File: config.mk
export PLATFORM = sky130hd
export DESIGN_NAME = nclp_lane
export DESIGN_NICKNAME = d
export VERILOG_FILES = /design/src/rtl/nine_channel_biquad_lowpass_defines.svh /design/src/rtl/nclp_pkg.sv /design/src/rtl/nclp_lane.sv
export SDC_FILE = /design/constraint.sdc
export NUM_CORES = 2
export LEC_CHECK = 0
export ABC_AREA = 1
export BUFFER_PORTS_ARGS = -buffer_cell sky130_fd_sc_hd__buf_4
export CORE_MARGIN = 1
export CORE_UTILIZATION = 35
export CTS_CLUSTER_SIZE = 28
export DETAILED_ROUTE_END_ITERATION = 10
export GPL_TIMING_DRIVEN = 0
export PLACE_DENSITY = 0.53
export SLEW_MARGIN = 10
export SYNTH_ARGS = -nofsm -noshare
export SYNTH_HDL_FRONTEND = slang
export SYNTH_SLANG_ARGS = --single-unit
File: constraint.sdc
create_clock -name i_clk -period 9.7 [get_ports i_clk]
set_input_delay 0.97 -clock i_clk [delete_from_list [all_inputs] [get_ports i_clk]]
set_output_delay 0.97 -clock i_clk [all_outputs]
set_load 0.005 [all_outputs]
File: src/rtl/nine_channel_biquad_lowpass_defines.svh
// Assertion macros for the RTL of the biquad block; only nclp_ctrl.sv includes them.
// NCLP_ASSERT checks a property with reset as a disable condition.
// NCLP_ASSERT_ALWAYS checks a property at every rising clock edge, reset included.
`ifndef NINE_CHANNEL_BIQUAD_LOWPASS_DEFINES_SVH
`define NINE_CHANNEL_BIQUAD_LOWPASS_DEFINES_SVH

`ifndef SYNTHESIS
`define NCLP_ASSERT(lbl, clk, rst_n, prop) \
    lbl: assert property (@(posedge clk) disable iff (!rst_n) prop) \
        else $error("assertion failed");
`define NCLP_ASSERT_ALWAYS(lbl, clk, prop) \
    lbl: assert property (@(posedge clk) prop) \
        else $error("assertion failed");
`else
`define NCLP_ASSERT(lbl, clk, rst_n, prop)
`define NCLP_ASSERT_ALWAYS(lbl, clk, prop)
`endif

`endif

File: src/rtl/nclp_pkg.sv
`default_nettype none

package nclp_pkg;

    // Filter geometry
    localparam int CHANNELS       = 9;
    localparam int SAMPLE_BITS    = 16;
    localparam int COEF_FRAC_BITS = 16;
    localparam int COEF_BITS      = COEF_FRAC_BITS + 2;

    // Product and accumulator widths (five products, growth of three bits)
    localparam int PROD_W = SAMPLE_BITS + COEF_BITS;
    localparam int ACC_W  = PROD_W + 3;
    localparam int SH_W   = ACC_W - COEF_FRAC_BITS;

    // Stream payload
    localparam int DATA_W  = CHANNELS * SAMPLE_BITS;
    localparam int TDATA_W = ((DATA_W + 7) / 8) * 8;

    // Configuration register indexes
    localparam int REG_IDX_W = 3;

    typedef enum logic [REG_IDX_W-1:0] {
        REG_B0 = 3'd0,
        REG_B1 = 3'd1,
        REG_B2 = 3'd2,
        REG_A1 = 3'd3,
        REG_A2 = 3'd4
    } t_reg_idx;

    // Half an LSB of the output, added before the arithmetic shift
    localparam logic [ACC_W-1:0] ROUND_BIAS = ACC_W'(1) << (COEF_FRAC_BITS - 1);

    // Coefficient reset values, signed Q2.16
    localparam logic signed [COEF_BITS-1:0] COEF_B0_RST = COEF_BITS'(1298);
    localparam logic signed [COEF_BITS-1:0] COEF_B1_RST = COEF_BITS'(2595);
    localparam logic signed [COEF_BITS-1:0] COEF_B2_RST = COEF_BITS'(1298);
    localparam logic signed [COEF_BITS-1:0] COEF_A1_RST = COEF_BITS'(-102531);
    localparam logic signed [COEF_BITS-1:0] COEF_A2_RST = COEF_BITS'(42186);

    typedef struct packed {
        logic signed [COEF_BITS-1:0] b0;
        logic signed [COEF_BITS-1:0] b1;
        logic signed [COEF_BITS-1:0] b2;
        logic signed [COEF_BITS-1:0] a1;
        logic signed [COEF_BITS-1:0] a2;
    } t_coef;

    // Pipeline enables from the controller to every lane
    typedef struct packed {
        logic load;   // input transfer into the product stage
        logic mv2;    // product stage to feedforward sum stage
        logic mv3;    // sum stage to feedback stage
        logic fire;   // feedback stage completes, result to output register
    } t_pipe_ctl;

endpackage

`default_nettype wire

File: src/rtl/nclp_lane.sv
`default_nettype none

module nclp_lane (
    input  logic                                     i_clk,
    input  logic                                     i_rst_n,
    input  nclp_pkg::t_pipe_ctl                      i_ctl,
    input  nclp_pkg::t_coef                          i_coef,
    input  logic signed [nclp_pkg::SAMPLE_BITS-1:0]  i_x,
    output logic signed [nclp_pkg::SAMPLE_BITS-1:0]  o_y
);

    // Channel history
    logic signed [nclp_pkg::SAMPLE_BITS-1:0] r_x1;
    logic signed [nclp_pkg::SAMPLE_BITS-1:0] r_x2;
    logic signed [nclp_pkg::SAMPLE_BITS-1:0] r_y1;
    logic signed [nclp_pkg::SAMPLE_BITS-1:0] r_y2;
    logic signed [nclp_pkg::SAMPLE_BITS-1:0] n_y2;

    // a2 times the output two back, kept ready for the next item
    logic signed [nclp_pkg::PROD_W-1:0] r_q;

    // Stage payloads
    logic signed [nclp_pkg::PROD_W-1:0] r_pb0;
    logic signed [nclp_pkg::PROD_W-1:0] r_pb1;
    logic signed [nclp_pkg::PROD_W-1:0] r_pb2;
    logic signed [nclp_pkg::ACC_W-1:0]  r_ff;
    logic signed [nclp_pkg::ACC_W-1:0]  r_fb;

    // Feedback stage
    logic signed [nclp_pkg::PROD_W-1:0] p_a1y1;
    logic signed [nclp_pkg::ACC_W-1:0]  acc;
    logic        [nclp_pkg::ACC_W-1:0]  rnd;
    logic signed [nclp_pkg::SH_W-1:0]   sh;
    logic        [nclp_pkg::SH_W-nclp_pkg::SAMPLE_BITS:0] top;
    logic                               ovf;

    // Feedforward products taken at the input transfer, their sum, and its hand-off to the feedback stage
    always_ff @(posedge i_clk) begin
        if (i_ctl.load) begin
            r_pb0 <= nclp_pkg::PROD_W'(i_coef.b0) * nclp_pkg::PROD_W'(i_x);
            r_pb1 <= nclp_pkg::PROD_W'(i_coef.b1) * nclp_pkg::PROD_W'(r_x1);
            r_pb2 <= nclp_pkg::PROD_W'(i_coef.b2) * nclp_pkg::PROD_W'(r_x2);
        end
        if (i_ctl.mv2) begin
            r_ff <= nclp_pkg::ACC_W'(r_pb0) + nclp_pkg::ACC_W'(r_pb1)
                  + nclp_pkg::ACC_W'(r_pb2);
        end
        // feedforward sum held for the feedback stage
        if (i_ctl.mv3) begin
            r_fb <= r_ff;
        end
    end

    // Feedback sum, rounding, saturation, and the y2 value for the next a2 product
    always_comb begin
        p_a1y1 = nclp_pkg::PROD_W'(i_coef.a1) * nclp_pkg::PROD_W'(r_y1);
        acc    = r_fb - nclp_pkg::ACC_W'(p_a1y1) - nclp_pkg::ACC_W'(r_q);
        rnd    = acc + nclp_pkg::ROUND_BIAS;
        sh     = $signed(rnd[nclp_pkg::ACC_W-1:nclp_pkg::COEF_FRAC_BITS]);
        top    = sh[nclp_pkg::SH_W-1:nclp_pkg::SAMPLE_BITS-1];
        ovf    = !((&top) || (~|top));
        if (ovf) begin
            o_y = {sh[nclp_pkg::SH_W-1], {(nclp_pkg::SAMPLE_BITS-1){~sh[nclp_pkg::SH_W-1]}}};
        end else begin
            o_y = sh[nclp_pkg::SAMPLE_BITS-1:0];
        end
        n_y2 = i_ctl.fire ? r_y1 : r_y2;
    end

    // History shifts
    always_ff @(posedge i_clk) begin
        if (!i_rst_n) begin
            r_x1 <= '0;
            r_x2 <= '0;
            r_y1 <= '0;
            r_y2 <= '0;
            r_q  <= '0;
        end else begin
            if (i_ctl.load) begin
                r_x1 <= i_x;
                r_x2 <= r_x1;
            end
            if (i_ctl.fire) begin
                r_y1 <= o_y;
                r_y2 <= r_y1;
            end
            r_q <= nclp_pkg::PROD_W'(i_coef.a2) * nclp_pkg::PROD_W'(n_y2);
        end
    end

endmodule

`default_nettype wire

# Yosys cells after proc, flatten, opt, wreduce, memory -nomap -nowiden
# Index checks and enable logic that the tools add are counted.
# word_totals
regBits	274
input_bits	112
output_inout_bits	16
elab_cells	27
# op_classes
addsub	5
n_mul	5
n_mux	2
bitwise_logic	1
n_reduce_logical	4
# op_table
op	n
$mul A18 B16 Y34	5
$sub A37 B34 Y37	2
$add A37 B16 Y37 const B	1
$add A35 B34 Y36	1
$add A34 B34 Y35	1
$mux W16	2
$reduce_and A6 Y1	1
$reduce_or A6 Y1	1
$logic_not A1 Y1	1
$logic_or A1 B1 Y1	1
$not A1 Y1	1

# Logic depth before layout (Yosys ltp)
# depth
word_depth	8
depth_mapped	37
mapped_depth_nobuf	34

# Worst setup path after synthesis
# Ideal clock, no wire load.
# synth_path
path_kind	input to output
from	input i_coef[35] (netlist bit)
to	output o_y[5] (netlist bit)
arrival_ns	7.171
t_required_ns	8.730
slack_ns	1.559
cell_stages	31
n_path_buf	3
cell_sequence	clkbuf_1 > clkbuf_1 > nand2_1 > inv_1 > fa_1 > inv_1 > fa_1 > inv_1 > fa_1 > fa_1 > inv_1 > fa_1 > inv_1 > fa_1 > inv_1 > ha_1 > ha_1 > inv_1 > o21bai_1 > a21boi_0 > nand2_1 > a21oi_1 > nand2_1 > nand2_1 > nand2_1 > nor2_1 > nand4_1 > nand2_2 > buf_6 > nand2_1 > nand2_1
# synth_between
elab_chain_cells	8
word_cells_on_any_way	10
classes_between	add/sub (3); mul (1); mux (1); bitwise (1); reduce/logical (4)
# synth_rtl
item	line	source
start: declaration	nclp_lane.sv:7	input nclp_pkg::t_coef i_coef,
$mul A18 B16 Y34 *	nclp_lane.sv:56	p_a1y1 = nclp_pkg::PROD_W'(i_coef.a1) * nclp_pkg::PROD_W'(r_y1);
$sub A37 B34 Y37 * (2 in series)	nclp_lane.sv:57	acc = r_fb - nclp_pkg::ACC_W'(p_a1y1) - nclp_pkg::ACC_W'(r_q);
$add A37 B16 Y37 *	nclp_lane.sv:58	rnd = acc + nclp_pkg::ROUND_BIAS;
$reduce_or A6 Y1	nclp_lane.sv:61	ovf = !((&top) || (~|top));
$logic_not A1 Y1	nclp_lane.sv:61	
$logic_or A1 B1 Y1	nclp_lane.sv:61	
$mux W16 *	nclp_lane.sv:62	if (ovf) begin
end: declaration	nclp_lane.sv:9	output logic signed [nclp_pkg::SAMPLE_BITS-1:0] o_y
# Every way passes the cells marked *; elsewhere a longest branch is shown, timed or not.

# Final worst setup path
# layout_path
from	input i_coef[25] (netlist bit)
to	output o_y[12] (netlist bit)
# Same word-level chain as after synthesis.

==> metrics.md <==
| Metric | Value |
|---|---|
| H-tree depth | `1` |
| Syn. warnings | `0` |
| Max-slew violation count | `0` |
| Flops & latches, synth | `roughly 270` |
| Clock root cell | `clkbuf_16` |
| Ys async rst share | `0%` |
| Total Routed Length | `around 200 mm` |
| Num CTS Buffers | `30` |
| CP max stage cell | `fa_1` |
| Via/cell ratio | `~4.7` |
| Gp weighted congestion | `a little over 0.9` |
| Routed wire per std cell | `around 19 um` |
| Cell taking the most area after synthesis | `fa_1` |
| Crit Path Class | `in2out` |
| Die Y | `between 400 and 500 um` |
| First-pass GRT wire length | `around 320 mm` |
| Hold_buf cts | `0` |
| Nets | `10200` |
| Distinct cell type count after synthesis | `48` |
| Number of I/O pins | `roughly 130` |
| Mux cell area share after synthesis | `0%` |
| Crit path largest cell delay | `slightly below 0.6 ns` |
| Initial antenna violation count | `5` |
| Hold slack | `0.420 ns` |
| Top-area cell type share of the netlist area | `a little under half` |
| Main synth FF type | `edfxtp_1` |
| Worst setup path end | `o_y[12]` |
| Syn-to-layout area delta | `7.44%` |
| Die area | `roughly 200000 um2` |
| TNS Setup | `0 ns` |
| Synth Area per Inst | `8.58 um2` |
| Minimum clock period | `9.25 ns` |
| Reg2Reg Depth | `29` |
| Via Count | `around 50000` |
| DRT antenna net count | `0` |
| CP Launch Point | `i_coef[25]` |
| Worst Setup Start Kind | `input port` |
| Top-count cell post-synth | `inv_1` |
| Initial core utilization | `35.3%` |
| Share of layout cells above drive strength 1 | `around 3.3%` |
| Initial drt markers | `3270` |
| Dpl hpwl | `174 mm` |
| Fmax | `108 MHz` |
| Core Footprint | `approximately 190000 um2` |
| Latest clock arrival within the worst-skew pair | `approximately 0.64 ns` |
| EDFF count, synth | `between 150 and 200` |
| Port-buffer cells | `85` |
| Final Hold Fails | `0` |
| RSZ-0062 raised after global routing | `false` |
| CP Data Required Time | `8.73 ns` |
| Clock Skew | `slightly above 0.07 ns` |
| TritonCTS clock tree | `done` |
| Synthesized area | `a little under 70000 um2` |
| Worst-Margin Slew | `around 1.3 ns` |
| RR Endpoint | `r_y1[2]$_SDFFE_PN0P_` |
| Cells after Synth | `7928` |
| Synth Net Count | `roughly 10000` |
| Crit path top cell by count | `nand2_1` |
| # clock sinks | `272` |
| Worst min-delay path category | `reg2reg` |
| R2r setup slk | `1.87 ns` |
| Origin of the critical flop-to-flop path | `r_y1[14]$_SDFFE_PN0P_` |
| Synthesized-area fraction occupied by adder cells | `between 50% and 60%` |
| Clk buf depth | `3` |
| DRC | `0` |
| Crit-path max FO | `10` |
| Worst-path clk slew | `0.06 ns` |
| Critical path data arrival time | `between 8 and 9 ns` |
| Post-Synth Simple-Gate Area | `about an eighth` |
| Die W | `between 400 and 500 um` |
| Crit end category | `output port` |
| Number of global-route vias before repair | `53800` |
| Largest net degree at the start of global routing | `roughly 110` |
| Max cap viols | `0` |
| Commonest cells post-synth | `inv_1 (2303), nand2_1 (1710), fa_1 (1560)` |
| Synth top area cells | `fa_1 (46%), inv_1 (13%), nand2_1 (9.4%)` |
| Remaining Overflow, GRT | `0` |
| Rel. slew slack | `between 10% and 20%` |
| Compound-cell area share of the yosys netlist | `4.28%` |
| Total GRT Usage | `21.0%` |
| Row Count | `between 150 and 200` |
| Xor-xnor portion of the synthesized cell area | `2.37%` |
| Largest family of logic cells by synthesized area | `adder cells` |
| Period utilization | `a little over nine tenths` |
| Seq/Total Area, Yosys | `a little over a tenth` |
| Status | `finished, final reports clean` |
| Drt pass-1 iters | `5` |
| Final setup fails | `0` |
-- critical path, delay by kind of cell --
family	cells	cell delay, ns
adder cells (fa/ha/maj)	8	3.94
AO/OA/AOI/OAI	1	0.18
buffers and inverters	8	1.59
AND/OR/NAND/NOR	13	1.58
-- flip-flops by register name, indices dropped and copies added (netlist names) --
register and flops:
r_fb 36, r_ff 36, r_pb0 34, r_pb1 34, r_pb2 34, r_q 34, r_x1 16, r_x2 16
r_y1 16, r_y2 16
-- cell type report --
class                           count  area [um2]
Sequential cell                   272        7190
Clock inverter                     21         362
Buffer                            263        1030
Tap cell                         2526        3160
Inverter                         2314        8690
Fill cell                       19800      120000
Timing Repair Buffer               94         734
Clock buffer                       34         798
Multi-Input combinational cell   5066       51100
Antenna cell                        2        5.00
-- through the flow --
stage / utilization [%] / setup slack (ns) / cells / cell area [um2]
floorplan: - / 1.56 / 7928 / 68000
global placement: 37.3 / -0.509 / 10500 / 71800
detailed placement: 37.3 / -0.514 / 10500 / 71900
CTS: 37.9 / 0.164 / 10600 / 73100
global route: 37.9 / 0.0137 / 10600 / 73100
finish: 37.9 / 0.453 / 10600 / 73100
-- how the worst min path moves through the flow --
stage,slack [ns],endpoint,start,cells after the start
detailed placement,0.40,r_fb[27]$_DFFE_PP_,r_ff[27]$_DFFE_PP_,0
global route,0.43,r_fb[4]$_DFFE_PP_,r_ff[4]$_DFFE_PP_,0
floorplan,0.40,r_fb[0]$_DFFE_PP_,r_ff[0]$_DFFE_PP_,0
finish,0.42,r_fb[19]$_DFFE_PP_,r_ff[19]$_DFFE_PP_,0
global placement,0.40,r_fb[35]$_DFFE_PP_,r_ff[35]$_DFFE_PP_,0
CTS,0.42,r_fb[8]$_DFFE_PP_,r_ff[8]$_DFFE_PP_,0
-- layer usage --
layer  GRT usage [%]  wire (um)  vias to the layer above  part of all wire (%)
met2            36.3      98500                     1330                    49
li1                -          -                    23000                     -
met3            2.40      10700                      247                   5.4
met1            27.8      84900                    25400                    42
met4            5.54       6230                        4                   3.1
met5               0         27                        -                 0.013
-- cells by family after synthesis --
family                     count (synthesis)
and+or+nand+nor                         2282
xor gates and xnor gates                 184
AOI/OAI and AO/OA                        528
DFF                                      272
buffers and inverters                   2590
adders and majority gates               2072
-- what timing repair did --
action                     CTS  global route
setup buffers                3             0
pin swaps                    1             0
setup endpoints to repair   15            15
gates resized for setup      9            40
gates cloned                 0             0
-- placed cells by master, fill, tap and decap left out, types with 20 or more instances in the layout --
cell / instances
inv_1: 2301
nand2_1: 1710
fa_1: 1558
ha_1: 512
nor2_1: 372
a21oi_1: 263
clkbuf_1: 218
edfxtp_1: 174
o21ai_0: 140
xor2_1: 103
dfxtp_1: 95
buf_4: 91
xnor2_1: 81
nand3_1: 73
or2_2: 55
clkbuf_16: 31
nor3_1: 27
clkbuf_2: 25
nand4_1: 22
o21ai_1: 21
a31oi_1: 20
Power is not shown: default switching activity piles up to over one toggle a cycle in this logic, so the estimate is an artifact.
