### src/rtl/nine_channel_biquad_lowpass_defines.svh
// Assertion macros for the RTL of the biquad block; only nclp_ctrl.sv includes them.
// NCLP_ASSERT checks a property with reset as a disable condition.
// NCLP_ASSERT_ALWAYS checks a property at every rising clock edge, reset included.
`ifndef NINE_CHANNEL_BIQUAD_LOWPASS_DEFINES_SVH
`define NINE_CHANNEL_BIQUAD_LOWPASS_DEFINES_SVH

`ifndef SYNTHESIS
`define NCLP_ASSERT(lbl, clk, rst_n, prop) \
    lbl: assert property (@(posedge clk) disable iff (!rst_n) prop) \
        else $error("assertion failed");
`define NCLP_ASSERT_ALWAYS(lbl, clk, prop) \
    lbl: assert property (@(posedge clk) prop) \
        else $error("assertion failed");
`else
`define NCLP_ASSERT(lbl, clk, rst_n, prop)
`define NCLP_ASSERT_ALWAYS(lbl, clk, prop)
`endif

`endif

### src/rtl/nclp_pkg.sv
`default_nettype none

package nclp_pkg;

    // Filter geometry
    localparam int CHANNELS       = 9;
    localparam int SAMPLE_BITS    = 16;
    localparam int COEF_FRAC_BITS = 16;
    localparam int COEF_BITS      = COEF_FRAC_BITS + 2;

    // Product and accumulator widths (five products, growth of three bits)
    localparam int PROD_W = SAMPLE_BITS + COEF_BITS;
    localparam int ACC_W  = PROD_W + 3;
    localparam int SH_W   = ACC_W - COEF_FRAC_BITS;

    // Stream payload
    localparam int DATA_W  = CHANNELS * SAMPLE_BITS;
    localparam int TDATA_W = ((DATA_W + 7) / 8) * 8;

    // Configuration register indexes
    localparam int REG_IDX_W = 3;

    typedef enum logic [REG_IDX_W-1:0] {
        REG_B0 = 3'd0,
        REG_B1 = 3'd1,
        REG_B2 = 3'd2,
        REG_A1 = 3'd3,
        REG_A2 = 3'd4
    } t_reg_idx;

    // Half an LSB of the output, added before the arithmetic shift
    localparam logic [ACC_W-1:0] ROUND_BIAS = ACC_W'(1) << (COEF_FRAC_BITS - 1);

    // Coefficient reset values, signed Q2.16
    localparam logic signed [COEF_BITS-1:0] COEF_B0_RST = COEF_BITS'(1298);
    localparam logic signed [COEF_BITS-1:0] COEF_B1_RST = COEF_BITS'(2595);
    localparam logic signed [COEF_BITS-1:0] COEF_B2_RST = COEF_BITS'(1298);
    localparam logic signed [COEF_BITS-1:0] COEF_A1_RST = COEF_BITS'(-102531);
    localparam logic signed [COEF_BITS-1:0] COEF_A2_RST = COEF_BITS'(42186);

    typedef struct packed {
        logic signed [COEF_BITS-1:0] b0;
        logic signed [COEF_BITS-1:0] b1;
        logic signed [COEF_BITS-1:0] b2;
        logic signed [COEF_BITS-1:0] a1;
        logic signed [COEF_BITS-1:0] a2;
    } t_coef;

    // Pipeline enables from the controller to every lane
    typedef struct packed {
        logic load;   // input transfer into the product stage
        logic mv2;    // product stage to feedforward sum stage
        logic mv3;    // sum stage to feedback stage
        logic fire;   // feedback stage completes, result to output register
    } t_pipe_ctl;

endpackage

`default_nettype wire

### src/rtl/nclp_merge.sv
`default_nettype none

module nclp_merge (
    input  logic                                                  i_clk,
    input  logic                                                  i_rst_n,
    input  logic                                                  i_fire,
    input  logic [nclp_pkg::CHANNELS-1:0][nclp_pkg::SAMPLE_BITS-1:0] i_lane_y,
    input  logic                                                  i_out_ready,
    output logic                                                  o_out_valid,
    output logic [nclp_pkg::TDATA_W-1:0]                          o_out_data
);

    logic                                                 r_valid;
    logic [nclp_pkg::CHANNELS-1:0][nclp_pkg::SAMPLE_BITS-1:0] r_data;

    // Output register: all lanes land together
    always_ff @(posedge i_clk) begin
        if (i_fire) begin
            r_data <= i_lane_y;
        end
    end

    always_ff @(posedge i_clk) begin
        if (!i_rst_n) begin
            r_valid <= 1'b0;
        end else if (i_fire) begin
            r_valid <= 1'b1;
        end else if (i_out_ready) begin
            r_valid <= 1'b0;
        end
    end

    // Pack channels, first channel in the low bits, zero fill to bytes
    always_comb begin
        o_out_data                      = '0;
        o_out_data[nclp_pkg::DATA_W-1:0] = r_data;
    end

    assign o_out_valid = r_valid;

endmodule

`default_nettype wire

### config.mk
export PLATFORM = sky130hd
export DESIGN_NAME = nclp_merge
export DESIGN_NICKNAME = d
export VERILOG_FILES = /design/src/rtl/nine_channel_biquad_lowpass_defines.svh /design/src/rtl/nclp_pkg.sv /design/src/rtl/nclp_merge.sv
export SDC_FILE = /design/constraint.sdc
export NUM_CORES = 1
export LEC_CHECK = 0
export BUFFER_PORTS_ARGS = -buffer_cell sky130_fd_sc_hd__buf_2
export CORE_ASPECT_RATIO = 0.75
export CORE_MARGIN = 5
export CORE_UTILIZATION = 30
export CTS_CLUSTER_SIZE = 20
export DETAILED_ROUTE_END_ITERATION = 6
export PLACE_DENSITY = 0.72
export SETUP_SLACK_MARGIN = 0.3
export SYNTH_ARGS = -nofsm -noshare
export SYNTH_HDL_FRONTEND = slang
export SYNTH_SLANG_ARGS = --single-unit
### constraint.sdc
create_clock -name i_clk -period 1.12 [get_ports i_clk]
set_input_delay 0.112 -clock i_clk [delete_from_list [all_inputs] [get_ports i_clk]]
set_output_delay 0.112 -clock i_clk [all_outputs]
set_load 0.02 [all_outputs]
==> metrics.md, run 1 <==
| Metric | Value |
|---|---|
| Status | `did not finish` |
| Last stage | `clock tree synthesis (4_1_cts)` |
| First Err | `[ERROR RSZ-0060] Max buffer count reached.` |
| Post-Synth XOR/XNOR Area | `0` |
| PostCTS Resize Cnt | `111` |
| DIE WIDTH | `149.3 um` |
| Post-CTS Setup Bufs | `1` |
| Gpl congestion | `0.7214` |
| CTS H-tree depth | `4` |
| Synth Flop Type | `edfxtp_1` |
| Cell with the most instances after synthesis | `edfxtp_1` |
| CTS Hold Bufs | `136` |
| # IOs | `293` |
| Post-placement cell count | `643` |
| Syn Inst Count | `147` |
| Synth Area in Compound Gates | `0.001720` |
| Synth top area share | `0.9905` |
| Die H | `114.5 um` |
| Main combinational cell family by area after synthesis | `simple AND/OR/NAND/NOR gates` |
| Mux share of post-synthesis cell area | `0` |
| Simple-gate area share of the yosys netlist | `0.003153` |
| CTS buffer count | `17` |
| Synthesized net count | `295` |
| EDFF count, synth | `144` |
| Row count | `38` |
| # port buffers | `292` |
| Starting Density | `0.3040` |
| Synthesized flop and latch total | `145` |
| Synth warn | `0` |
| Synth Cell Area | `4365 sq um` |
| Commonest cells post-synth | `edfxtp_1, dfxtp_1, nor2b_4, o21a_1` |
| Synth area leaders | `edfxtp_1, dfxtp_1, nor2b_4, o21a_1` |
| CTS Buffer Depth | `2` |
| Syn_area_per_cell | `29.70 sq um` |
| Post-Synth Adder-Cell Area | `0` |
| Register area share after synthesis | `0.9951` |
| Root buffer cell | `clkbuf_16` |
| Async S/R FF share, synth | `0` |
| Clock sinks | `145` |
| Netlist cell types | `4` |
| Yosys top cell by area | `edfxtp_1` |
## per-stage QoR
step / setup slack [ps] / hold slack [ps] / area [sq um]
floorplan: 367.2 / 210.9 / 4365
global placement: 198.5 / 289.1 / 6138
detailed placement: 178.3 / 290.1 / 6138
## cells by family after synthesis
logic type | after synthesis
simple gates | 1
flops | 145
compound gates | 1
==> inputs of run 2 (changes only) <==
- CORE_ASPECT_RATIO: 0.75 -> not set
- CORE_UTILIZATION: 30 -> 20
- CTS_CLUSTER_SIZE: 20 -> not set
- PLACE_DENSITY: 0.72 -> not set
- PLACE_DENSITY_LB_ADDON: not set -> 0.15
- SETUP_SLACK_MARGIN: 0.3 -> not set
==> run 2 against run 1 <==
Net effect:
- synthesized area unchanged
- synthesized cell count unchanged
- the flow now finishes without violations
==> metrics.md, run 2 <==
| Metric | Value |
|---|---|
| Vias per inst | `3.609` |
| First-pass GRT wire length | `19640 um` |
| VDD IR max | `911.5 uV` |
| DR WL/cell | `14.86 um` |
| Total negative slack | `0 ps` |
| Worst-path clk slew | `70 ps` |
| Post-CTS Setup Bufs | `0` |
| Top Family by Delay on Critical Path | `flip-flops` |
| N_diodes | `0` |
| Async S/R FF share, synth | `0` |
| Worst Path Class, Setup | `register to output pin` |
| Vias in the first global route | `3681` |
| Gpl congestion | `0.7245` |
| Syn Inst Count | `147` |
| Main combinational cell family by area after synthesis | `simple AND/OR/NAND/NOR gates` |
| P&R area growth vs syn | `92.83%` |
| HP Class | `input port to register` |
| Tmin final | `1095 ps` |
| Hold depth | `1` |
| Max reg flops | `144` |
| Most frequent cells in the layout | `buf_2, dlygate4sd3_1, edfxtp_1, buf_6, clkbuf_16` |
| Final nets | `758` |
| GR Overflow Total | `0` |
| Starting Density | `0.2013` |
| Synthesized flop and latch total | `145` |
| Hold EP | `o_out_data[33]$_DFFE_PP_` |
| FF-to-FF End | `o_out_valid$_SDFFE_PN0P_` |
| Fmax | `912.9 MHz` |
| Synth warn | `0` |
| Rel. slew slack | `0.8424` |
| CP Cell Sequence | `buf_6` |
| EDFF count, synth | `144` |
| Area of the multi-input gates | `21.27 sq um` |
| Final hold viol count | `0` |
| Hold path startpoint | `i_fire` |
| Vias | `3259` |
| Clock Latency Late Sink | `410 ps` |
| Initial DRC count | `111` |
| Crit. End Element | `output pin` |
| Total global-route track usage | `0.1063` |
| Reg2reg setup slack | `450 ps` |
| Status | `finished clean` |
| Critical-path maximum fanout | `1` |
| Synth Area in Compound Gates | `0.001720` |
| # IOs | `293` |
| R2R Path Start | `o_out_valid$_SDFFE_PN0P_` |
| Synth Cell Area | `4365 sq um` |
| DIE WIDTH | `157.7 um` |
| # port buffers | `292` |
| RSZ-0062 raised after global routing | `true` |
| Mux share of post-synthesis cell area | `0` |
| Commonest cells post-synth | `edfxtp_1, dfxtp_1, nor2b_4, o21a_1` |
| Buf/Inv on CP | `1` |
| Post-layout util | `0.3881` |
| Data required, critical path | `1010 ps` |
| Yosys top cell by area | `edfxtp_1` |
| Final setup viols | `0` |
| DRC Markers | `0` |
| Share of cells above drive strength 1 | `0.5297` |
| Row count | `54` |
| Register area share after synthesis | `0.9951` |
| Cell with the most instances after synthesis | `edfxtp_1` |
| Filler cell count | `2015` |
| Power Total | `13.90 mW` |
| WHS | `33.36 ps` |
| Synth area leaders | `edfxtp_1, dfxtp_1, nor2b_4, o21a_1` |
| Hpwl dp | `9653 um` |
| Final ANT Viol Nets | `0` |
| Clock sinks | `145` |
| Initial antenna violation count | `0` |
| Power per cell area | `1652 nW/um^2` |
| Die area | `24880 sq um` |
| Synthesized net count | `295` |
| Syn_area_per_cell | `29.70 sq um` |
| Root buffer cell | `clkbuf_16` |
| CTS H-tree depth | `4` |
| Most common cell after layout, fill and taps aside | `buf_2` |
| Worst-Margin Slew | `236.4 ps` |
| CTS buffer count | `17` |
| Max-cap violations | `0` |
| Post-Synth XOR/XNOR Area | `0` |
| Post-Synth Adder-Cell Area | `0` |
| CTS Buffer Depth | `2` |
| Startpoint Class | `register` |
| CTS tree | `yes` |
| Pin count of the biggest net entering global routing | `42` |
| WP data arrival | `980 ps` |
| Reg2reg path depth | `2` |
| Synth Flop Type | `edfxtp_1` |
| Final-report max-slew violation count | `0` |
| Synth top area share | `0.9905` |
| Crit share post-route | `0.9780` |
| Register area | `4344 sq um` |
| Netlist cell types | `4` |
| CP max-delay cell | `edfxtp_1` |
| Simple-gate area share of the yosys netlist | `0.003153` |
| Die H | `157.7 um` |
| Detailed Routing Iterations Pass 1 | `4` |
| Pleak | `3.552 nW` |
| WL final | `13420 um` |
| Fin Clk Skew | `0 ps` |
| CP max stage delay | `420 ps` |
| Core Footprint | `21690 sq um` |
[run 2: cell counts after synthesis]
Identical to the previous run, type by type.
[run 2: cell type report]
type,count,area share
Clock buffer,18,0.05098
Clock inverter,14,0.01694
Multi-Input combinational cell,2,0.002527
Sequential cell,145,0.5161
Tap cell,280,0.04162
Timing Repair Buffer,444,0.3719
[run 2: worst max path at each step]
stage               slack [ps]                startpoint                       end  depth (start not counted)
floorplan                  370  o_out_valid$_SDFFE_PN0P_  o_out_valid$_SDFFE_PN0P_                          2
global placement           190                    i_fire  o_out_data[38]$_DFFE_PP_                          2
detailed placement         180                    i_fire  o_out_data[38]$_DFFE_PP_                          2
CTS                        -30  o_out_data[21]$_DFFE_PP_            o_out_data[21]                          1
global route               -30  o_out_data[21]$_DFFE_PP_            o_out_data[21]                          1
finish                      20  o_out_data[21]$_DFFE_PP_            o_out_data[21]                          1
[run 2: metal layers]
metal / wire [um] / part of all wire / vias to the layer above / GRT usage
met4: 344 / 0.026 / 0 / 0.04670
met3: 1614 / 0.12 / 18 / 0.05878
met5: 0 / 0 / - / 0
met1: 4561 / 0.34 / 1525 / 0.1016
li1: - / - / 1529 / -
met2: 6903 / 0.51 / 187 / 0.1873
[run 2: stage by stage]
step	instance area (sq um)	std cells	setup slack (ps)
after floorplan	4365	147	367.2
after global placement	6266	725	193.6
after detailed placement	6266	725	179.0
after CTS	8324	903	-28.85
after global routing	8418	903	-28.17
final	8418	903	24.64
[run 2: worst register-to-register path, delay by kind of cell, from the launching register on]
family | cells | cell delay (ps)
simple gates | 1 | 110
compound gates | 1 | 150
flops | 1 | 310
[run 2: power breakdown]
part	switching (mW)	internal, mW
logic	0.983	0.875
registers	0.113	6.44
clock network	2.35	3.14
total	3.45	10.5
[run 2: logic make-up (layout without fill, tap and decap cells)]
group,count (synthesis),after routing
compound gates,1,1
buf+inv,0,476
simple gates,1,1
flops,145,145
[run 2: repair_timing]
item	CTS	global route
hold endpoints to repair	145	0
hold buffers	146	0
gates resized for setup	8	31
setup endpoints to repair	5	19
Power figures use the tool's default switching activity.
==> inputs of run 3 (changes only) <==
- CORE_MARGIN: 5 -> 2
- clock period: 1.12 -> 1.32 ns (I/O delays scaled with it)
==> run 3 against run 2 <==
Net effect:
- worst hold slack improved by 7.9 ps
- register-to-register slack improved by 190 ps
- critical path depth unchanged
- first-iteration DRC count decreased by 26%
- combinational power fell by 18%
- sequential power decreased by 15%
- die area is 7.5% lower
- worst setup slack better by 180 ps
- largest cell class unchanged
==> metrics.md, run 3 (same netlist as run 2, synthesis figures left out) <==
| Metric | Value |
|---|---|
| Status | `finished clean` |
| CP max-delay cell | `edfxtp_1` |
| CTS tree | `yes` |
| CP max stage delay | `390 ps` |
| Starting Density | `0.2019` |
| Pleak | `3.527 nW` |
| Detailed Routing Iterations Pass 1 | `4` |
| Crit path launch | `o_out_data[124]$_DFFE_PP_` |
| Total negative slack | `0 ps` |
| P&R area growth vs syn | `90.91%` |
| Die H | `151.7 um` |
| WL final | `13040 um` |
| Fmax | `893.7 MHz` |
| Vias in the first global route | `3516` |
| Worst Path Class, Setup | `register to output pin` |
| Data required, critical path | `1190 ps` |
| HP Class | `input port to register` |
| Clock sinks | `145` |
| Core Footprint | `21620 sq um` |
| Final-report max-slew violation count | `0` |
| Tmin final | `1119 ps` |
| PostCTS Resize Cnt | `0` |
| DRC Markers | `0` |
| GR Overflow Total | `0` |
| Hold path startpoint | `i_out_ready` |
| # IOs | `293` |
| Max reg flops | `144` |
| WP data arrival | `990 ps` |
| Pin count of the biggest net entering global routing | `30` |
| Power Total | `11.77 mW` |
| Worst-Margin Slew | `360.1 ps` |
| Total global-route track usage | `0.1096` |
| Hpwl dp | `9297 um` |
| Die area | `23030 sq um` |
| Power per cell area | `1412 nW/um^2` |
| Root buffer cell | `clkbuf_16` |
| Final nets | `761` |
| Max-cap violations | `0` |
| Most common cell after layout, fill and taps aside | `buf_2` |
| Vias | `3275` |
| Crit share post-route | `0.8477` |
| Most frequent cells in the layout | `buf_2, dlygate4sd3_1, edfxtp_1, clkbuf_16` |
| DIE WIDTH | `151.7 um` |
| Clock Latency Late Sink | `420 ps` |
| Critical-path maximum fanout | `1` |
| Share of cells above drive strength 1 | `0.5335` |
| CTS Buffer Depth | `2` |
| RSZ-0062 raised after global routing | `false` |
| Startpoint Class | `register` |
| Initial antenna violation count | `0` |
| Final ANT Viol Nets | `0` |
| Final hold viol count | `0` |
| CTS buffer count | `17` |
| VDD IR max | `783.2 uV` |
| Buf/Inv on CP | `1` |
| Vias per inst | `3.615` |
| Initial DRC count | `82` |
| # port buffers | `292` |
| CP Cell Sequence | `buf_2` |
| Crit. End Element | `output pin` |
| First-pass GRT wire length | `18310 um` |
| Top Family by Delay on Critical Path | `flip-flops` |
| N_diodes | `0` |
| CTS H-tree depth | `4` |
| R2R Path Start | `o_out_valid$_SDFFE_PN0P_` |
| Gpl congestion | `0.7503` |
| Fin Clk Skew | `0 ps` |
| Rel. slew slack | `0.7600` |
| DR WL/cell | `14.39 um` |
| Worst-path clk slew | `70 ps` |
| Final setup viols | `0` |
| Row count | `54` |
run 3: cell count changes in the layout (fill, tap and decap cells not counted):
cell / change
clkinv_2: -1
clkinvlp_4: +1
buf_12: +1
buf_4: +3
dlygate4sd3_1: -1
buf_2: +19
buf_6: -19
run 3: routing by layer:
layer  global-route usage  routed length, um  vias up
li1                     -                  -     1538
met2               0.1998               6892      167
met4              0.05926                286        0
met1               0.1067               4828     1553
met3              0.04132               1033       17
met5                    0                  0        -
run 3: path summary, 6_finish.rpt:
kind	end	slack, ps	depth (start not counted)
worst min register to register	o_out_valid$_SDFFE_PN0P_	590	2
worst max-delay path	o_out_data[124]	200	1
worst min-delay path	o_out_valid$_SDFFE_PN0P_	40	3
worst max register to register	o_out_valid$_SDFFE_PN0P_	640	2
run 3: area by class of cell:
| class | count | area [sq um] |
|---|---|---|
| fill | 2068 | 13290 |
| sequential | 145 | 4344 |
| timing repair buffer | 447 | 3044 |
| clock buffer | 18 | 429.2 |
| tap | 280 | 350.3 |
| clock inverter | 14 | 145.1 |
| multi-input combinational | 2 | 21.27 |
run 3: power by group:
group | leakage [nW] | switching, mW | internal (mW) | total (mW)
logic | 1.83 | 0.830 | 0.700 | 1.53
clock network | 0.278 | 2.02 | 2.67 | 4.68
registers | 1.42 | 0.0913 | 5.47 | 5.56
total | 3.53 | 2.94 | 8.83 | 11.8
run 3: metrics by stage:
stage / hold slack [ps] / instances / util / setup WS [ps] / cell area [sq um]
3_3_place_gp: 308.4 / 729 / 0.2918 / 286.2 / 6309
5_1_grt: 23.96 / 906 / 0.3855 / 152.6 / 8334
3_5_place_dp: 310.1 / 729 / 0.2918 / 276.5 / 6309
4_1_cts: 19.76 / 906 / 0.3855 / 167.6 / 8334
2_1_floorplan: 230.9 / 147 / - / 567.2 / 4365
6_report: 41.29 / 906 / 0.3855 / 201.0 / 8334
run 3: repair_timing:
action | in CTS | in global routing
buffers inserted | 0 | 0
setup endpoints to repair | 0 | 0
endpoints found under the hold margin | 145 | 0
hold buffers | 145 | 0
run 3: worst register-to-register path, stage by stage (launching register included):
cell	delay, ps
dfxtp_1	310
nor2b_4	120
o21a_1	150
