--- config.mk ---
export PLATFORM = sky130hd
export DESIGN_NAME = nclp_ctrl
export DESIGN_NICKNAME = d
export VERILOG_FILES = /design/src/rtl/nclp_pkg.sv /design/src/rtl/nclp_ctrl.sv
export VERILOG_INCLUDE_DIRS = /design/src /design/src/rtl
export SDC_FILE = /design/constraint.sdc
export NUM_CORES = 1
export LEC_CHECK = 0
export ABC_AREA = 1
export BUFFER_PORTS_ARGS = -buffer_cell sky130_fd_sc_hd__buf_2
export CAP_MARGIN = 20
export CORE_UTILIZATION = 49
export DETAILED_ROUTE_END_ITERATION = 12
export GPL_TIMING_DRIVEN = 0
export PLACE_DENSITY = 0.82
export SLEW_MARGIN = 20
export SYNTH_ARGS = -nofsm -noshare
export SYNTH_HDL_FRONTEND = slang
export SYNTH_SLANG_ARGS = --single-unit
--- constraint.sdc ---
create_clock -name i_clk -period 1.3 [get_ports i_clk]
set_clock_uncertainty 0.15 [all_clocks]
set_input_delay 0.065 -clock i_clk [delete_from_list [all_inputs] [get_ports i_clk]]
set_output_delay 0.065 -clock i_clk [all_outputs]
set_load 0.02 [all_outputs]
--- src/rtl/nine_channel_biquad_lowpass_defines.svh ---
// Assertion macros for the RTL of the biquad block; only nclp_ctrl.sv includes them.
// NCLP_ASSERT checks a property with reset as a disable condition.
// NCLP_ASSERT_ALWAYS checks a property at every rising clock edge, reset included.
`ifndef NINE_CHANNEL_BIQUAD_LOWPASS_DEFINES_SVH
`define NINE_CHANNEL_BIQUAD_LOWPASS_DEFINES_SVH

`ifndef SYNTHESIS
`define NCLP_ASSERT(lbl, clk, rst_n, prop) \
    lbl: assert property (@(posedge clk) disable iff (!rst_n) prop) \
        else $error("assertion failed");
`define NCLP_ASSERT_ALWAYS(lbl, clk, prop) \
    lbl: assert property (@(posedge clk) prop) \
        else $error("assertion failed");
`else
`define NCLP_ASSERT(lbl, clk, rst_n, prop)
`define NCLP_ASSERT_ALWAYS(lbl, clk, prop)
`endif

`endif

--- src/rtl/nclp_pkg.sv ---
`default_nettype none

package nclp_pkg;

    // Filter geometry
    localparam int CHANNELS       = 9;
    localparam int SAMPLE_BITS    = 16;
    localparam int COEF_FRAC_BITS = 16;
    localparam int COEF_BITS      = COEF_FRAC_BITS + 2;

    // Product and accumulator widths (five products, growth of three bits)
    localparam int PROD_W = SAMPLE_BITS + COEF_BITS;
    localparam int ACC_W  = PROD_W + 3;
    localparam int SH_W   = ACC_W - COEF_FRAC_BITS;

    // Stream payload
    localparam int DATA_W  = CHANNELS * SAMPLE_BITS;
    localparam int TDATA_W = ((DATA_W + 7) / 8) * 8;

    // Configuration register indexes
    localparam int REG_IDX_W = 3;

    typedef enum logic [REG_IDX_W-1:0] {
        REG_B0 = 3'd0,
        REG_B1 = 3'd1,
        REG_B2 = 3'd2,
        REG_A1 = 3'd3,
        REG_A2 = 3'd4
    } t_reg_idx;

    // Half an LSB of the output, added before the arithmetic shift
    localparam logic [ACC_W-1:0] ROUND_BIAS = ACC_W'(1) << (COEF_FRAC_BITS - 1);

    // Coefficient reset values, signed Q2.16
    localparam logic signed [COEF_BITS-1:0] COEF_B0_RST = COEF_BITS'(1298);
    localparam logic signed [COEF_BITS-1:0] COEF_B1_RST = COEF_BITS'(2595);
    localparam logic signed [COEF_BITS-1:0] COEF_B2_RST = COEF_BITS'(1298);
    localparam logic signed [COEF_BITS-1:0] COEF_A1_RST = COEF_BITS'(-102531);
    localparam logic signed [COEF_BITS-1:0] COEF_A2_RST = COEF_BITS'(42186);

    typedef struct packed {
        logic signed [COEF_BITS-1:0] b0;
        logic signed [COEF_BITS-1:0] b1;
        logic signed [COEF_BITS-1:0] b2;
        logic signed [COEF_BITS-1:0] a1;
        logic signed [COEF_BITS-1:0] a2;
    } t_coef;

    // Pipeline enables from the controller to every lane
    typedef struct packed {
        logic load;   // input transfer into the product stage
        logic mv2;    // product stage to feedforward sum stage
        logic mv3;    // sum stage to feedback stage
        logic fire;   // feedback stage completes, result to output register
    } t_pipe_ctl;

endpackage

`default_nettype wire

--- src/rtl/nclp_ctrl.sv ---
`default_nettype none
`include "nine_channel_biquad_lowpass_defines.svh"

module nclp_ctrl (
    input  logic                             i_clk,
    input  logic                             i_rst_n,
    input  logic                             i_in_valid,
    output logic                             o_in_ready,
    input  logic                             i_out_valid,
    input  logic                             i_out_ready,
    input  logic                             i_cfg_valid,
    output logic                             o_cfg_ready,
    input  logic [nclp_pkg::REG_IDX_W-1:0]   i_cfg_index,
    input  logic [nclp_pkg::COEF_BITS-1:0]   i_cfg_data,
    output nclp_pkg::t_pipe_ctl              o_ctl,
    output nclp_pkg::t_coef                  o_coef
);

    logic r_v1;
    logic r_v2;
    logic r_v3;
    logic n_v1;
    logic n_v2;
    logic n_v3;
    logic out_free;

    nclp_pkg::t_coef r_coef;
    nclp_pkg::t_coef n_coef;

    // Stage advance, each stage moves when the one ahead is free or moving
    always_comb begin
        out_free   = !i_out_valid || i_out_ready;
        o_ctl.fire = r_v3 && out_free;
        o_ctl.mv3  = r_v2 && (!r_v3 || o_ctl.fire);
        o_ctl.mv2  = r_v1 && (!r_v2 || o_ctl.mv3);
        o_in_ready = !r_v1 || o_ctl.mv2;
        o_ctl.load = i_in_valid && o_in_ready;

        n_v1 = o_ctl.load || (r_v1 && !o_ctl.mv2);
        n_v2 = o_ctl.mv2  || (r_v2 && !o_ctl.mv3);
        n_v3 = o_ctl.mv3  || (r_v3 && !o_ctl.fire);
    end

    // Register write decode
    always_comb begin
        n_coef = r_coef;
        if (i_cfg_valid) begin
            unique case (nclp_pkg::t_reg_idx'(i_cfg_index))
                nclp_pkg::REG_B0: n_coef.b0 = $signed(i_cfg_data);
                nclp_pkg::REG_B1: n_coef.b1 = $signed(i_cfg_data);
                nclp_pkg::REG_B2: n_coef.b2 = $signed(i_cfg_data);
                nclp_pkg::REG_A1: n_coef.a1 = $signed(i_cfg_data);
                nclp_pkg::REG_A2: n_coef.a2 = $signed(i_cfg_data);
                default: ;
            endcase
        end
    end

    assign o_cfg_ready = 1'b1;
    assign o_coef      = r_coef;

    always_ff @(posedge i_clk) begin
        if (!i_rst_n) begin
            r_v1      <= 1'b0;
            r_v2      <= 1'b0;
            r_v3      <= 1'b0;
            r_coef.b0 <= nclp_pkg::COEF_B0_RST;
            r_coef.b1 <= nclp_pkg::COEF_B1_RST;
            r_coef.b2 <= nclp_pkg::COEF_B2_RST;
            r_coef.a1 <= nclp_pkg::COEF_A1_RST;
            r_coef.a2 <= nclp_pkg::COEF_A2_RST;
        end else begin
            r_v1   <= n_v1;
            r_v2   <= n_v2;
            r_v3   <= n_v3;
            r_coef <= n_coef;
        end
    end

    // A stalled feedback stage keeps its item
    `NCLP_ASSERT(a_hold_v3, i_clk, i_rst_n, (r_v3 && i_out_valid && !i_out_ready) |=> r_v3)
    // A transfer always lands in the product stage
    `NCLP_ASSERT(a_load_v1, i_clk, i_rst_n, o_ctl.load |=> r_v1)
    // A sum-stage item that cannot move stays
    `NCLP_ASSERT(a_hold_v2, i_clk, i_rst_n, (r_v2 && !o_ctl.mv3) |=> r_v2)
    // A b0 write shows up in the register
    `NCLP_ASSERT(a_cfg_b0, i_clk, i_rst_n,
        (i_cfg_valid && i_cfg_index == nclp_pkg::REG_B0) |=> (r_coef.b0 == $past(i_cfg_data)))

endmodule

`default_nettype wire

; ---- After elaboration in Yosys (flattened, before gate mapping)
; Index checks and enable logic that the tools add are counted.
[word_totals]
regBits = 93
latchBits = 0
mem_bits_rw = 0
rom_bits = 0
input_bits = 27
out_inout_bits = 96
word_cells = 39
mem_count = 0
[classes]
addsub = 0
n_mul = 0
div_mod_pow = 0
magnitude_cmp = 0
n_eq_ne = 4
n_shift = 0
mux = 0
n_bitwise = 0
n_reduce_logical = 27
[ops]
columns = operator, n
row1 = 2-bit AND reduction, 5
row2 = 1-bit logical AND, 7
row3 = 1-bit zero test, 7
row4 = 1-bit logical OR, 7
row5 = 3-bit by 2-bit == test with 1-bit output (second input constant), 2
row6 = 3-bit by 1-bit == test with 1-bit output (second input constant), 1
row7 = 3-bit == test (second input constant), 1
row8 = 3-bit zero test, 1

; ---- Logic depth before layout (Yosys ltp)
; Gate-level depths: netlist of run 1.
[logic_depth]
depth_word = 10
depth_mapped = 8
mapped_depth_nobuf = 6

; ---- Worst setup path after synthesis of run 1
; Ideal clock, no wire load.
[synth_path]
path_kind = register to output
start = register r_v2
end = output port o_ctl[3] (netlist bit)
arrival_time_ps = 907
setup_slack_ps = 178
stages_incl_launch_ff = 4
path_buffers = 0
path_cell_list = dfxtp_1 nand4_1 inv_1 nor2_1
[synth_lines]
columns = item, line
row1 = "start, declared", nclp_ctrl.sv:20  ; logic r_v2;
row2 = "start signal, assigned", nclp_ctrl.sv:74  ; r_v2 <= n_v2;
row3 = "end, declared", nclp_ctrl.sv:15  ; output nclp_pkg::t_pipe_ctl o_ctl,

==> metrics.cfg, run 1 <==
[outcome]
status = finished with violations
violations = hold timing, setup timing

[worst_setup_path]
rr_worst_depth = 2
crit_path_top_delay_cell = dfxtp_2
cp-start-kind = register
crit_chain = nand4_1 > inv_1 > nor2_2 > buf_6
crit_family = flip-flops
path_max_fanout = 4
cp-end-kind = primary output
worst-path-buf-inv = 2
cp.arrival_ns = 1.15
r2r_slack_ns = 0.38
criticalPathCategory = reg2out
cpPeakStageDelay_ns = 0.37
r2r-start = r_v2$_SDFF_PN0_
timing.rr.end = r_v1$_SDFF_PN0_
required_ns = 1.09

[synth]
ys_ff_latch = 93
ys.warnings.count = 0
syn_avg_cell_area_um2 = 7.56
synth_seq_area_share = 0.529
ys_types = 23
syn-num-nets = 492
synth_cells = 465
syn_area_um2 = 3520

[sta]
hold_ws_ns = -0.100
setup_viol = 2
rsz0062_at_grt = yes
fin_ws_ns = -0.0631
fin_crit_sh = 1.05
fmax_mhz = 734
post-route-min-period_ns = 1.36
slew_viol_final = 0
final-hold-violation-count = 6

[die]
die_w_um = 86.7
dieHeight_um = 86.7
dieArea_um2 = 7520
pin_count = 123
rows = 30
coreArea_um2 = 6870
start_util = 0.512

[drt]
routedWlPerCell_um = 14.3
avgViaCountPerCell = 5.06
drt-total-wl_mm = 10.3
drc = 0
firstDrtPassIters = 5
drt_iter0_drc = 242
antenna_left = 0
via_count = 3630

[power]
p_per_area_nw_per_um2 = 1210
ir_drop_mv = 0.689
p_leak_nw = 2.34

[cts]
insertion_delay_ns = 0.35
clkSlewWorstSetupHoldPaths_ns = 0.08
cts.sinks = 93
cts_buffer_depth = 2
cts_buffers = 9
h-tree-depth = 3
postCtsHoldBufs = 22
root_buffer = clkbuf_8
cts_tree = yes

[global_routing]
grt_pass1_wl_mm = 15.7
overflow = 0
grt_pass1_vias = 3296
antenna_found_initial = 0
grt_use_total = 0.273
grt_max_degree = 15

[finish]
area_growth_pct = 32.8
fin_nets = 645
finalNonFillerCells = 718
antennaDiodeCount = 0
drive_above_1_share = 0.267

[placement]
numPortBuffers = 118
hpwl_mm = 7.13
gp_congestion = 0.848
place_inst = 679

[min_path]
hold_depth = 4
hold_class = in2reg
holdPathEnd = r_v3$_SDFF_PN0_
worstHoldStart = i_out_ready

[run]
maxCapViolCount = 0

[worst max path at each step]
stage                                from                       to  slack, ns  depth (start not counted)
after floorplan           r_v2$_SDFF_PN0_                 o_ctl[3]       0.18                          3
after global placement            i_rst_n  o_coef[15]$_SDFFE_PN1P_     -0.003                          3
after detailed placement          i_rst_n  o_coef[13]$_SDFFE_PN1P_      -0.05                          3
after CTS                 r_v2$_SDFF_PN0_                 o_ctl[3]      -0.04                          4
after global routing      r_v3$_SDFF_PN0_                 o_ctl[3]      -0.12                          4
final                     r_v2$_SDFF_PN0_                 o_ctl[3]      -0.06                          4
[area by class of cell]
| type | count | area (um2) |
|---|---|---|
| inverter | 35 | 136 |
| clock buffer | 12 | 145 |
| multi-input combinational | 309 | 1380 |
| sequential | 93 | 1870 |
| clock inverter | 3 | 46.3 |
| tap | 96 | 120 |
| fill | 579 | 2200 |
| buffer | 28 | 145 |
| timing repair buffer | 142 | 835 |
[metal layers]
| metal | part of all wire | wire length (um) | global-route usage | up-vias |
|---|---|---|---|---|
| met2 | 0.47 | 4820 | 0.447 | 178 |
| met3 | 0.079 | 812 | 0.0495 | 33 |
| met1 | 0.42 | 4280 | 0.343 | 1641 |
| li1 | - | - | - | 1778 |
| met5 | 0 | 0 | 0 | - |
| met4 | 0.036 | 365 | 0.144 | 0 |
[registers in the layout, summed over array words and instances (netlist names)]
name	cells
r_v1	1
r_v3	1
r_v2	1
o_coef	90
[cell families (layout without fill, tap and decap cells)]
logic type      after synthesis  in the layout  synth area share
flops                        93             93             0.529
simple gates                262            262             0.321
buf+inv                      63            220            0.0800
compound gates               46             46            0.0690
other cells                   1              1           0.00107
[worst register-to-register path: stages (launching register included)]
cell and delay (ns):
dfxtp_2 0.37, nand4_1 0.16, a21oi_1 0.17
[cell usage after synthesis (all sizes together)]
cell	count	share of area
nor2	122	0.14
inv	35	0.039
nand4	15	0.027
nand3	44	0.063
o21ai	38	0.054
nand2	81	0.092
buf	17	0.030
clkbuf	11	0.012
dfxtp	93	0.53
conb	1	0.0011
o211ai	5	0.011
a21oi	3	0.0043
[power by group]
part / internal, mW / switching [mW] / leakage [nW]
Combinational: 0.266 / 0.491 / 1.49
Sequential: 2.95 / 0.0555 / 0.759
Clock: 0.937 / 0.968 / 0.0927
Total: 4.15 / 1.52 / 2.34
[what timing repair did]
| item | CTS | global route |
|---|---|---|
| pin swaps | 1 | 1 |
| hold endpoints to repair | 91 | 3 |
| gates resized for setup | 3 | 4 |
| setup endpoints to repair | 3 | 4 |
| buffers inserted | 0 | 2 |
[through the flow]
stage	worst slack, ns	setup TNS (ns)	util	area [um2]	power (mW)
after floorplan	0.178	0	-	3520	3.49
after global placement	-0.00313	-0.0113	0.615	4230	3.73
after detailed placement	-0.0548	-0.266	0.615	4230	3.76
after CTS	-0.0419	-0.0419	0.676	4640	5.67
after global routing	-0.118	-0.270	0.680	4670	5.87
final	-0.0631	-0.0960	0.680	4670	5.67
[placed cells by master (no fill, tap or decap), drive strengths merged]
cell,n
o21ai,38
nand3,44
nand2,81
dlygate4sd3,22
clkinvlp,1
buf,137
bufinv,1
nand4,15
o211ai,5
clkbuf,23
nor2,122
a21oi,3
dfxtp,93
inv,35
clkinv,1
conb,1
(Power assumes the default switching activity.)
==> run 2, diff against run 1 <==
Settings changed: HOLD_SLACK_MARGIN set to 0.12.
==> run 2 against run 1 <==
The flow still finishes with violations (hold timing, setup timing). Die area stayed put. Maximum frequency hardly changed. Sequential share of layout area is 0.42 points lower. Clock-buffer cell count stayed put. Critical path depth stayed put. Clock power hardly changed. First-iteration DRC count is 4.1% lower. Utilization is 0.73 points higher. Non-clock buffer count is 5 higher. Global-route usage is 0.86 points higher. Routed wire length is 3.4% higher. Sequential cell count stayed put. Critical path type unchanged.
==> metrics.cfg, run 2 (synthesized netlist as in run 1, its figures left out) <==
[outcome]
status = finished with violations
violations = hold timing, setup timing

[worst_setup_path]
timing.rr.end = r_v1$_SDFF_PN0_
required_ns = 1.09
path_max_fanout = 4
startpoint = r_v2$_SDFF_PN0_
cp.arrival_ns = 1.15
rr_worst_depth = 2
cp-end-kind = primary output
r2r-start = r_v2$_SDFF_PN0_
criticalPathCategory = reg2out
crit_chain = nand4_1 > inv_1 > nor2_2 > buf_6
endpoint = o_ctl[3]
r2r_slack_ns = 0.38
crit_path_top_delay_cell = dfxtp_2
cpPeakStageDelay_ns = 0.37
cp-start-kind = register

[drt]
routedWlPerCell_um = 14.7
drc = 0
drt-total-wl_mm = 10.6
via_count = 3700
avgViaCountPerCell = 5.12
firstDrtPassIters = 6
antenna_left = 0
drt_iter0_drc = 232

[cts]
cts_buffer_depth = 2
h-tree-depth = 3
cts_tree = yes
insertion_delay_ns = 0.35
cts_buffers = 9
cts.sinks = 93
clkSlewWorstSetupHoldPaths_ns = 0.09
root_buffer = clkbuf_8

[global_routing]
grt_pass1_wl_mm = 16.2
grt_max_degree = 15
grt_use_total = 0.281
overflow = 0
grt_pass1_vias = 3346
antenna_found_initial = 0

[sta]
fin_crit_sh = 1.05
slew_viol_final = 0
fin_ws_ns = -0.0619
max-slew-margin-rel = 0.660
setup-tns-final_ns = -0.0937
fmax_mhz = 734
rsz0062_at_grt = yes
worst_pin_slew_ns = 0.510
final-hold-violation-count = 8
setup_viol = 2
post-route-min-period_ns = 1.36
hold_ws_ns = -0.108

[finish]
layout_common_cells = buf_2, nor2_1, dfxtp_1, nand2_1, nand3_1
final_core_util = 0.687
largest_reg_flops = 90
drive_above_1_share = 0.265
final_common_cell = buf_2
antennaDiodeCount = 0
fin_nets = 650
area_growth_pct = 34.2

[die]
coreArea_um2 = 6870
dieHeight_um = 86.7
start_util = 0.512
die_w_um = 86.7
dieArea_um2 = 7520
pin_count = 123
rows = 30

[power]
p_leak_nw = 2.35
ir_drop_mv = 0.695
p_per_area_nw_per_um2 = 1200

[placement]
hpwl_mm = 7.13
gp_congestion = 0.848
numPortBuffers = 118

[min_path]
hold_class = in2reg
hold_depth = 3

[run]
maxCapViolCount = 0

-- run 2: cell count changes in the layout (fill, tap and decap cells not counted), sizes merged --
| cell | change |
|---|---|
| dlygate4sd3 | +5 |
-- run 2: how the worst min path moves through the flow --
| stage | start | end | slack, ns |
|---|---|---|---|
| 6_report | i_cfg_valid | o_coef[18]$_SDFFE_PN1P_ | -0.11 |
| 5_1_grt | i_cfg_valid | o_coef[18]$_SDFFE_PN1P_ | -0.07 |
| 4_1_cts | i_out_ready | r_v3$_SDFF_PN0_ | -0.12 |
| 3_5_place_dp | i_in_valid | r_v1$_SDFF_PN0_ | 0.19 |
| 3_3_place_gp | i_in_valid | r_v1$_SDFF_PN0_ | 0.18 |
| 2_1_floorplan | i_cfg_data[10] | o_coef[10]$_SDFFE_PN1P_ | 0.03 |
-- run 2: critical path, delay by kind of cell, from the launching register on --
family	cells	cell delay, ns
AND/OR/NAND/NOR	2	0.20
flip-flops	1	0.37
buffers and inverters	2	0.23
-- run 2: report_power, final --
part	switching [mW]	internal, mW	total, mW	leakage (nW)
clock network	0.967	0.937	1.90	0.0927
logic	0.497	0.268	0.765	1.50
registers	0.0564	2.95	3.01	0.759
-- run 2: cell type report --
cell class / instances / area, um2
Fill cell: 559 / 2150
Sequential cell: 93 / 1870
Multi-Input combinational cell: 309 / 1380
Timing Repair Buffer: 147 / 885
Clock buffer: 12 / 145
Buffer: 28 / 145
Inverter: 35 / 136
Tap cell: 96 / 120
Clock inverter: 3 / 46.3
-- run 2: metal layers --
layer,GRT usage,vias up,wire [um],part of all wire
li1,-,1795,-,-
met1,0.347,1679,4190,0.39
met2,0.475,192,5150,0.48
met3,0.0543,34,948,0.089
met4,0.130,0,350,0.033
met5,0,-,0,0
-- run 2: timing repair --
action                                 in CTS  in global routing
setup endpoints to repair                   3                  7
pin swaps                                   1                  1
hold buffers                               27                  1
gates resized for setup                     3                  4
buffers inserted                            0                  2
endpoints found under the hold margin      93                 17
-- run 2: per-stage QoR --
stage	setup WS [ns]	instances	hold WS (ns)	power [mW]	area, um2
6_report	-0.0619	723	-0.108	5.68	4720
4_1_cts	-0.0419	721	-0.118	5.67	4690
5_1_grt	-0.119	723	-0.0703	5.89	4720
3_5_place_dp	-0.0548	679	0.187	3.76	4230
2_1_floorplan	0.178	465	0.0282	3.49	3520
3_3_place_gp	-0.00313	679	0.181	3.73	4230
